File: src/dqbf_pkg.sv
// ----------------------------------------------------------------------------
// dqbf_pkg
// Shared types, constants and helpers for the dotted-quad bogon filter.
// ----------------------------------------------------------------------------
package dqbf_pkg;

    localparam int unsigned CHAR_W  = 8;
    localparam int unsigned COUNT_W = 16;
    localparam int unsigned ADDR_W  = 32;

    localparam logic [COUNT_W-1:0] ROW_LIMIT_RESET = 16'd5000;
    localparam logic [COUNT_W-1:0] COUNT_MAX       = 16'hFFFF;

    localparam logic [CHAR_W-1:0] CHAR_ZERO = 8'h30;
    localparam logic [CHAR_W-1:0] CHAR_NINE = 8'h39;
    localparam logic [CHAR_W-1:0] CHAR_DOT  = 8'h2E;

    localparam logic [1:0] LAST_OCTET_INDEX = 2'd3;
    localparam logic [1:0] MAX_DIGITS       = 2'd3;

    typedef enum logic [1:0] {
        STATUS_NOT_ADDR = 2'd0,
        STATUS_RESERVED = 2'd1,
        STATUS_OVER_LIM = 2'd2,
        STATUS_ACCEPTED = 2'd3
    } dqbf_status_t;

    // One byte step presented to the parser.
    typedef struct packed {
        logic              step;
        logic              line_end;
        logic [CHAR_W-1:0] ch;
    } dqbf_step_t;

    // Line verdict from the parser, valid when a line end steps in.
    typedef struct packed {
        logic              ok;
        logic [ADDR_W-1:0] addr;
    } dqbf_verdict_t;

    function automatic logic is_reserved(input logic [7:0] a, input logic [7:0] b);
        logic res;
        res = 1'b0;
        if (a == 8'd0 || a == 8'd10 || a == 8'd127 || a >= 8'd224)
            res = 1'b1;
        if (a == 8'd169 && b == 8'd254)
            res = 1'b1;
        if (a == 8'd172 && b >= 8'd16 && b <= 8'd31)
            res = 1'b1;
        if (a == 8'd192 && b == 8'd168)
            res = 1'b1;
        if (a == 8'd100 && b >= 8'd64 && b <= 8'd127)
            res = 1'b1;
        return res;
    endfunction

    function automatic logic [COUNT_W-1:0] sat_inc(input logic [COUNT_W-1:0] v);
        return (v == COUNT_MAX) ? COUNT_MAX : v + 16'd1;
    endfunction

endpackage

File: src/ipv4_dotted_quad_bogon_filter.sv
// ----------------------------------------------------------------------------
// ipv4_dotted_quad_bogon_filter
// Strict dotted-quad IPv4 line parser with reserved-range filter and totals.
// ----------------------------------------------------------------------------
// Text comes in one byte per input word; a word with line_end set closes the
// line and yields exactly one output word, plain bytes yield none. The block
// takes one input word per cycle at full rate unless stalled: a word is
// captured in an input register, from which it updates the parser state
// and, on a line end, the output register. The only stall is a line end that
// meets an output word not yet taken; byte words pass through even then.
// line_status: 0 not an address, 1 reserved and dropped, 2 over row_limit,
// 3 accepted. address is zero for status 0. The three totals saturate at
// 65535. row_limit (reset 5000) is written through cfg_write_en/cfg_write_data
// and should change only while the block is idle.
module ipv4_dotted_quad_bogon_filter
(
    input  logic        clk,
    input  logic        rst_n,

    input  logic        cfg_write_en,
    input  logic [15:0] cfg_write_data,

    input  logic        in_valid,
    output logic        in_ready,
    input  logic [7:0]  ch,
    input  logic        line_end,

    output logic        out_valid,
    input  logic        out_ready,
    output logic [1:0]  line_status,
    output logic [31:0] address,
    output logic [15:0] seen_count,
    output logic [15:0] dropped_count,
    output logic [15:0] emitted_count
);
    import dqbf_pkg::*;

    // config
    logic [COUNT_W-1:0] row_limit_reg;

    // input register stage
    logic              s1_valid_reg, s1_valid_next;
    logic [CHAR_W-1:0] s1_ch_reg;
    logic              s1_end_reg;

    // running totals
    logic [COUNT_W-1:0] seen_reg,    seen_next;
    logic [COUNT_W-1:0] dropped_reg, dropped_next;
    logic [COUNT_W-1:0] emitted_reg, emitted_next;

    // output register
    logic               out_valid_reg, out_valid_next;
    dqbf_status_t       status_reg,    status_next;
    logic [ADDR_W-1:0]  addr_reg,      addr_next;

    logic               out_free;
    logic               s1_advance;
    logic               in_fire;
    dqbf_step_t         pstep;
    dqbf_verdict_t      verdict;

    // A byte word never needs the output; a line end waits for a free slot.
    assign out_free   = !out_valid_reg || out_ready;
    assign s1_advance = s1_valid_reg && (!s1_end_reg || out_free);
    assign in_ready   = !s1_valid_reg || s1_advance;
    assign in_fire    = in_valid && in_ready;

    assign pstep.step     = s1_advance;
    assign pstep.line_end = s1_end_reg;
    assign pstep.ch       = s1_ch_reg;

    dqbf_parser u_parser
    (
        .clk     (clk),
        .rst_n   (rst_n),
        .step_in (pstep),
        .verdict (verdict)
    );

    // Line judgement: bogon check, then row limit.
    always_comb
    begin
        seen_next      = seen_reg;
        dropped_next   = dropped_reg;
        emitted_next   = emitted_reg;
        status_next    = status_reg;
        addr_next      = addr_reg;
        out_valid_next = out_valid_reg && !out_ready;
        if (s1_advance && s1_end_reg)
        begin
            out_valid_next = 1'b1;
            status_next    = STATUS_NOT_ADDR;
            addr_next      = '0;
            if (verdict.ok)
            begin
                addr_next = verdict.addr;
                seen_next = sat_inc(seen_reg);
                priority if (is_reserved(verdict.addr[31:24], verdict.addr[23:16]))
                begin
                    dropped_next = sat_inc(dropped_reg);
                    status_next  = STATUS_RESERVED;
                end
                else if (emitted_reg >= row_limit_reg)
                    status_next = STATUS_OVER_LIM;
                else
                begin
                    emitted_next = sat_inc(emitted_reg);
                    status_next  = STATUS_ACCEPTED;
                end
            end
        end
    end

    assign s1_valid_next = in_fire || (s1_valid_reg && !s1_advance);

    always_ff @(posedge clk or negedge rst_n)
    begin
        if (!rst_n)
        begin
            row_limit_reg <= ROW_LIMIT_RESET;
            s1_valid_reg  <= 1'b0;
            seen_reg      <= '0;
            dropped_reg   <= '0;
            emitted_reg   <= '0;
            out_valid_reg <= 1'b0;
            status_reg    <= STATUS_NOT_ADDR;
        end
        else
        begin
            if (cfg_write_en)
                row_limit_reg <= cfg_write_data;
            s1_valid_reg  <= s1_valid_next;
            seen_reg      <= seen_next;
            dropped_reg   <= dropped_next;
            emitted_reg   <= emitted_next;
            out_valid_reg <= out_valid_next;
            status_reg    <= status_next;
        end
    end

    // payload, no reset
    always_ff @(posedge clk)
    begin
        if (in_fire)
        begin
            s1_ch_reg  <= ch;
            s1_end_reg <= line_end;
        end
        addr_reg <= addr_next;
    end

    // Totals are captured alongside the result word, so they track it.
    assign out_valid     = out_valid_reg;
    assign line_status   = status_reg;
    assign address       = addr_reg;
    assign seen_count    = seen_reg;
    assign dropped_count = dropped_reg;
    assign emitted_count = emitted_reg;

    // ------------------------------------------------------------------
    // assertions
    // ------------------------------------------------------------------
    // Input only stalls behind a pending output word.
    a_stall_cause: assert property (@(posedge clk) disable iff (!rst_n)
        !in_ready |-> out_valid_reg)
        else $error("input stalled with output register empty");

    // Every drop or emit is also counted as seen.
    a_totals_order: assert property (@(posedge clk) disable iff (!rst_n)
        (dropped_reg <= seen_reg) && (emitted_reg <= seen_reg))
        else $error("dropped/emitted total exceeds seen total");

    // A non-address line reports a zero address.
    a_zero_addr: assert property (@(posedge clk) disable iff (!rst_n)
        (out_valid_reg && status_reg == STATUS_NOT_ADDR) |-> (addr_reg == '0))
        else $error("nonzero address on non-address line");

    // An accepted address never lies in the zero network.
    a_accept_nonzero: assert property (@(posedge clk) disable iff (!rst_n)
        (out_valid_reg && status_reg == STATUS_ACCEPTED) |-> (addr_reg[31:24] != 8'd0))
        else $error("accepted address in reserved zero network");

endmodule

File: src/dqbf_parser.sv
// ----------------------------------------------------------------------------
// dqbf_parser
// Per-line dotted-quad parser state; one byte per step, cleared at line end.
// ----------------------------------------------------------------------------
module dqbf_parser
(
    input  logic                   clk,
    input  logic                   rst_n,
    input  dqbf_pkg::dqbf_step_t   step_in,
    output dqbf_pkg::dqbf_verdict_t verdict
);
    import dqbf_pkg::*;

    logic [7:0]  octet_value_reg, octet_value_next;
    logic [1:0]  digit_count_reg, digit_count_next;
    logic [1:0]  octet_index_reg, octet_index_next;
    logic        line_bad_reg,    line_bad_next;
    logic        after_dot_reg,   after_dot_next;
    logic [23:0] upper_octets_reg, upper_octets_next;

    logic        is_digit;
    logic [11:0] acc;   // octet * 10 + digit, up to 2559

    assign is_digit = (step_in.ch >= CHAR_ZERO) && (step_in.ch <= CHAR_NINE);
    assign acc = {1'b0, octet_value_reg, 3'b000} + {3'b000, octet_value_reg, 1'b0}
               + {8'd0, step_in.ch[3:0] - CHAR_ZERO[3:0]};

    assign verdict.ok   = !line_bad_reg && (octet_index_reg == LAST_OCTET_INDEX)
                        && (digit_count_reg != 2'd0) && !after_dot_reg;
    assign verdict.addr = {upper_octets_reg, octet_value_reg};

    always_comb
    begin
        octet_value_next  = octet_value_reg;
        digit_count_next  = digit_count_reg;
        octet_index_next  = octet_index_reg;
        line_bad_next     = line_bad_reg;
        after_dot_next    = after_dot_reg;
        upper_octets_next = upper_octets_reg;
        if (step_in.step)
        begin
            if (step_in.line_end)
            begin
                octet_value_next  = '0;
                digit_count_next  = '0;
                octet_index_next  = '0;
                line_bad_next     = 1'b0;
                after_dot_next    = 1'b0;
                upper_octets_next = '0;
            end
            else if (!line_bad_reg)
            begin
                priority if (is_digit)
                begin
                    if (digit_count_reg == MAX_DIGITS || acc > 12'd255)
                        line_bad_next = 1'b1;
                    else
                    begin
                        octet_value_next = acc[7:0];
                        digit_count_next = digit_count_reg + 2'd1;
                        after_dot_next   = 1'b0;
                    end
                end
                else if (step_in.ch == CHAR_DOT)
                begin
                    if (digit_count_reg == 2'd0 || octet_index_reg == LAST_OCTET_INDEX)
                        line_bad_next = 1'b1;
                    else
                    begin
                        upper_octets_next = {upper_octets_reg[15:0], octet_value_reg};
                        octet_index_next  = octet_index_reg + 2'd1;
                        octet_value_next  = '0;
                        digit_count_next  = '0;
                        after_dot_next    = 1'b1;
                    end
                end
                else
                    line_bad_next = 1'b1;
            end
        end
    end

    always_ff @(posedge clk or negedge rst_n)
    begin
        if (!rst_n)
        begin
            octet_value_reg  <= '0;
            digit_count_reg  <= '0;
            octet_index_reg  <= '0;
            line_bad_reg     <= 1'b0;
            after_dot_reg    <= 1'b0;
            upper_octets_reg <= '0;
        end
        else
        begin
            octet_value_reg  <= octet_value_next;
            digit_count_reg  <= digit_count_next;
            octet_index_reg  <= octet_index_next;
            line_bad_reg     <= line_bad_next;
            after_dot_reg    <= after_dot_next;
            upper_octets_reg <= upper_octets_next;
        end
    end

endmodule
File: config.mk
export PLATFORM = sky130hd
export DESIGN_NAME = ipv4_dotted_quad_bogon_filter
export DESIGN_NICKNAME = d
export VERILOG_FILES = /design/src/dqbf_pkg.sv /design/src/ipv4_dotted_quad_bogon_filter.sv /design/src/dqbf_parser.sv
export SDC_FILE = /design/constraint.sdc
export NUM_CORES = 1
export LEC_CHECK = 0
export BUFFER_PORTS_ARGS = -buffer_cell sky130_fd_sc_hd__buf_2
export CAP_MARGIN = 30
export CORE_ASPECT_RATIO = 1.4
export CORE_MARGIN = 2
export CORE_UTILIZATION = 60
export CTS_CLUSTER_DIAMETER = 120
export DETAILED_ROUTE_END_ITERATION = 7
export GPL_TIMING_DRIVEN = 0
export PLACE_DENSITY_LB_ADDON = 0.1
export SYNTH_ARGS = -nofsm -noshare
export SYNTH_HDL_FRONTEND = slang
export SYNTH_HIERARCHICAL = 1
export SYNTH_SLANG_ARGS = --single-unit
export TNS_END_PERCENT = 10
File: constraint.sdc
create_clock -name clk -period 4.2 [get_ports clk]
set_input_delay 0.84 -clock clk [delete_from_list [all_inputs] [get_ports clk]]
set_output_delay 0.84 -clock clk [all_outputs]
set_load 0.05 [all_outputs]
---- Word level (Yosys, flattened, before mapping) ----
Cells that the tools add are included.
cells by class
  add/sub/neg operators ................... 7
  order comparisons ....................... 9
  muxes and demuxes ....................... 48
  reductions and logical operators ........ 41
  bitwise logic cells ..................... 2
  eq/ne operators ......................... 19
operators with widths
  operator                                                           number
  two-way mux 24 bit                                                 5
  adder 16 x 1 -> 16 bit, second input constant                      3
  equality test 16 bit, second input constant                        3
  two-way mux 16 bit                                                 3
  two-way mux 8 bit                                                  6
  equality test 8 bit, second input constant                         5
  two-way mux 2 bit                                                  13
  two-way mux 1 bit                                                  21
  equality test 8 x 7 -> 1 bit, second input constant                2
  greater-or-equal comparator 16 bit                                 1
  logical AND 1 bit                                                  15
  adder 11 x 9 -> 12 bit                                             1
  adder 12 x 4 -> 12 bit                                             1
  greater-than comparator 12 x 8 -> 1 bit, second input constant     1
  AND reduction 5 bit                                                2
  logical OR 1 bit                                                   9
  equality test 8 x 4 -> 1 bit, second input constant                1
  equality test 8 x 6 -> 1 bit, second input constant                1
  greater-or-equal comparator 8 x 5 -> 1 bit, second input constant  1
  greater-or-equal comparator 8 x 6 -> 1 bit, second input constant  1
  greater-or-equal comparator 8 x 7 -> 1 bit, second input constant  1
  greater-or-equal comparator 8 bit, second input constant           1
  <= comparator 8 x 5 -> 1 bit, second input constant                1
  <= comparator 8 x 6 -> 1 bit, second input constant                1
  15 further kinds                                                   27
word-level totals
  input bits .............................. 30
  register bits after elaboration ......... 147
  output and inout bits ................... 84
  logic and storage cells ................. 142

---- Logic depth before layout (Yosys ltp) ----
  depth after elaboration ................. 13
  depth in mapped cells ................... 11
  mapped depth without buffers ............ 10

---- Modules after synthesis ----
Netlist, hierarchy kept.
by module, submodules not included
  module                         cells each  area an instance (um2)  instances  seq. area each (um2)
  ipv4_dotted_quad_bogon_filter  473         5149.9                  1          2939.1
  dqbf_parser                    168         2001.9                  1          950.9

---- Worst setup path after synthesis ----
No wires, ideal clock.
  path kind ............................... input-to-reg
  from .................................... in out_ready
  to ...................................... reg seen_reg[12] (netlist: seen_count[12])
  data required time ...................... 4075 ps
  buffers on the path ..................... 0
  library setup time ...................... 125 ps
  path slack .............................. 1387 ps
  cell stages on the path ................. 7
  arrival ................................. 2688 ps
  cell sequence ........................... nand2b_1 > nand3_1 > inv_1 > nand2_1 > nor2_1 > nand3_1 > mux2_2
between the ends
  word-level cells in the longest chain between the ends .. 5
ends and longest elaborated chain
  what                                  line                                  text
  start, declared                       ipv4_dotted_quad_bogon_filter.sv:29   input logic out_ready,
  logical OR 1 bit                      ipv4_dotted_quad_bogon_filter.sv:63   assign out_free = !out_valid_reg || out_ready;
  logical OR 1 bit                      ipv4_dotted_quad_bogon_filter.sv:64   assign s1_advance = s1_valid_reg && (!s1_end_reg || out_free);
  logical AND 1 bit                     ipv4_dotted_quad_bogon_filter.sv:64
  logical AND 1 bit                     ipv4_dotted_quad_bogon_filter.sv:89   if (s1_advance && s1_end_reg)
  AND reduction 2 bit (no source line)  n/a
  end signal, assigned                  ipv4_dotted_quad_bogon_filter.sv:133  seen_reg <= seen_next;
  end, declared                         ipv4_dotted_quad_bogon_filter.sv:47   logic [COUNT_W-1:0] seen_reg, seen_next;
No other way between the ends.
A chain may end at the register's enable or synchronous reset.

==> results.txt <==
Status -> completed
Crit path DAT -> 3.40 ns
Worst-path cell chain -> inv_1, ha_1, nor4b_1, and4_1, clkbuf_1, nand3_1, nor4b_1, nand3_1, o21a_1
CTS tree -> done
Worst-Margin Slew -> 0.6737 ns
Clock transition at path regs -> 0.06 ns
Critical path required time -> 4.51 ns
Seq/Total Area, Yosys -> 54.39%
Setup TNS -> 0 ns
P_leak -> 4.239 nW
Slew HR -> 54.79%
Mux contribution to synthesized area -> 1.260%
Final min period -> 3.094 ns
Final core utilization -> 73.66%
First-pass GRT wire length -> 26.57 mm
Worst skew pair latency -> 0.42 ns
Total of max-cap violations -> 0
Vias in the first global route -> 5459
Post-CTS resize count -> 0
Syn nets -> 710
GRT Util Overall -> 26.66%
Antenna Cells -> 0
Synth Area in Adders -> 7.033%
Post-synthesis async set-or-reset flop share -> 72.11%
Die footprint -> 0.01282 mm^2
DRT antenna net count -> 0
TritonCTS buffer count -> 17
Root Buffer -> clkbuf_16
Top post-synthesis cells by count -> dfrtp_1, nand2_1, edfxtp_1, ha_1, and2_1
I/O pins -> 114
PortBufs -> 113
Synth top area share -> 35.34%
Post-synthesis cell type count -> 59
Max incr delay on CP -> 0.61 ns
Final Power -> 3.355 mW
Post-Synth XOR/XNOR Area -> 2.449%
Maximum number of pins on one net before global-route repair -> 65
Pwr/cell area -> 389.2 mW/mm^2
Top-count cell post-synth -> dfrtp_1
Synth Cell Area -> 0.007152 mm^2
Crit path to -> dropped_count[15]
Largest cells by area after synthesis -> dfrtp_1, edfxtp_1, ha_1, a22o_1, nand2_1
Final Max Tran Viols -> 0
Post-Synth Simple-Gate Area -> 18.12%
Post-Syn Instances -> 641
Crit path kind -> reg -> reg
1st-pass router iterations -> 5
Crit Path Max Fanout -> 10
Clock skew -> 0.01021 ns
Final instance area -> 0.008620 mm^2
R2R Setup Slk -> 1.11 ns
Max FFs per register -> 32
RSZ-0062 raised after global routing -> false
Detailed Route WL -> 15.77 mm
Via density -> 5.865
Starting density of the core -> 61.11%
EDFF count, synth -> 41
Width of the chip -> 96.27 um
Crit share post-route -> 73.67%
H-tree depth -> 4
Initial antenna violation count -> 0
Hpwl dp -> 11.42 mm
Hold buffers post-CTS -> 0
NumNets Final -> 845
Drt drc -> 0
Seq cells post-synth -> 147
Synth Area per Inst -> 11.16 um^2
Post-synthesis compound-gate area fraction -> 13.79%
DR iter-0 viols -> 287
Rows -> 47
Yosys warning count -> 6
CP Capture Type -> register
Final setup vio count -> 0
Layout cells sized above 1 -> 22.56%
Worst path slowest cell -> nor4b_1
Die Y -> 133.2 um
R2R depth -> 9
RR Endpoint -> dropped_count[15]
Post-CTS Setup Bufs -> 0
Largest buffer count on any clock path -> 2
DR vias -> 5490
Largest family of logic cells by synthesized area -> simple AND/OR/NAND/NOR gates
Core area -> 0.01170 mm^2
Cell taking the most area after synthesis -> dfrtp_1
Worst R2R Start -> u_parser/digit_count_reg[0]
Startpoint types -> register
Sink Count -> 147
Hold WS -> 0.4399 ns
Setup crit start -> u_parser/digit_count_reg[0]
Main synth FF type -> dfrtp_1
Class of the worst hold path -> in -> async
Gpl congestion -> 0.7983
Fin. Hold Viols -> 0
DP Area -> 0.007964 mm^2
FMAX -> 0.3232 GHz
Area Growth Syn to Fin -> 20.52%
Global route overflow -> 0
Worst vdd ir -> 0.2601 mV
WL/cell -> 16.85 um
[worst min path at each step]
stage                                start                             to  slack [ns]  depth (start not counted)
CTS                                  rst_n  u_parser/upper_octets_reg[21]        0.45                          1
detailed placement  u_parser/after_dot_reg         u_parser/after_dot_reg        0.47                          1
global placement            line_status[0]                 line_status[0]        0.47                          2
floorplan           u_parser/after_dot_reg         u_parser/after_dot_reg        0.45                          1
finish                               rst_n  u_parser/upper_octets_reg[21]        0.44                          1
global route                         rst_n  u_parser/upper_octets_reg[14]        0.47                          1
[area by class of cell]
cell class	instances	area, um^2
clock buffers	26	573.1
repair buffers	116	628.1
inverters	30	112.6
well taps	147	183.9
flip-flops and latches	147	3890
plain buffers	20	98.84
multi-input cells	444	3050
clock inverters	6	82.58
fillers	832	3083
[critical path, delay by kind of cell (launching register included)]
family	cells	cell delay, ns
adders and majority gates	1	0.23
DFF	1	0.39
AOI/OAI and AO/OA	1	0.12
and+or+nand+nor	5	1.81
buffers and inverters	2	0.44
[metal layers]
layer	vias to the layer above	share of wire [%]	global-route usage [%]
met5	-	0	0
met4	0	1.9	9.683
met3	25	4.9	5.486
met2	157	53	45.06
met1	2707	41	33.44
li1	2601	-	-
[cells by family (layout without fill, tap and decap cells)]
family,after synthesis,count (layout)
AOI/OAI and AO/OA,140,140
buffers and inverters,50,198
and+or+nand+nor,237,237
xor gates and xnor gates,20,20
adders and majority gates,39,39
DFF,147,147
muxes,8,8
[power by group]
group / leakage [nW] / total (mW) / switching (mW) / internal (mW)
combinational: 2.11 / 0.205 / 0.148 / 0.0569
clock: 0.324 / 1.62 / 0.557 / 1.06
sequential: 1.81 / 1.53 / 0.0181 / 1.52
[placed cells by master (no fill, tap or decap), types with 8 or more instances in the layout]
cell type and count:
buf_2 117, dfrtp_1 101, nand2_1 62, edfxtp_1 41
ha_1 37, and2_1 36, a22o_1 35, inv_1 30
o21ai_0 30, nand3_1 28, a21oi_1 27, nor2_1 25
clkbuf_16 20, and3_1 16, nand4_1 15, clkbuf_1 14
xnor2_1 14, a31oi_1 13, nor3_1 8
[stage by stage]
stage / std cells / worst slack (ns)
3_3_place_gp: 901 / 0.7008
4_1_cts: 936 / 1.111
3_5_place_dp: 904 / 1.132
2_1_floorplan: 641 / 1.387
5_1_grt: 936 / 0.8856
6_report: 936 / 1.106
Note: power is estimated with default switching activity, not from simulation.
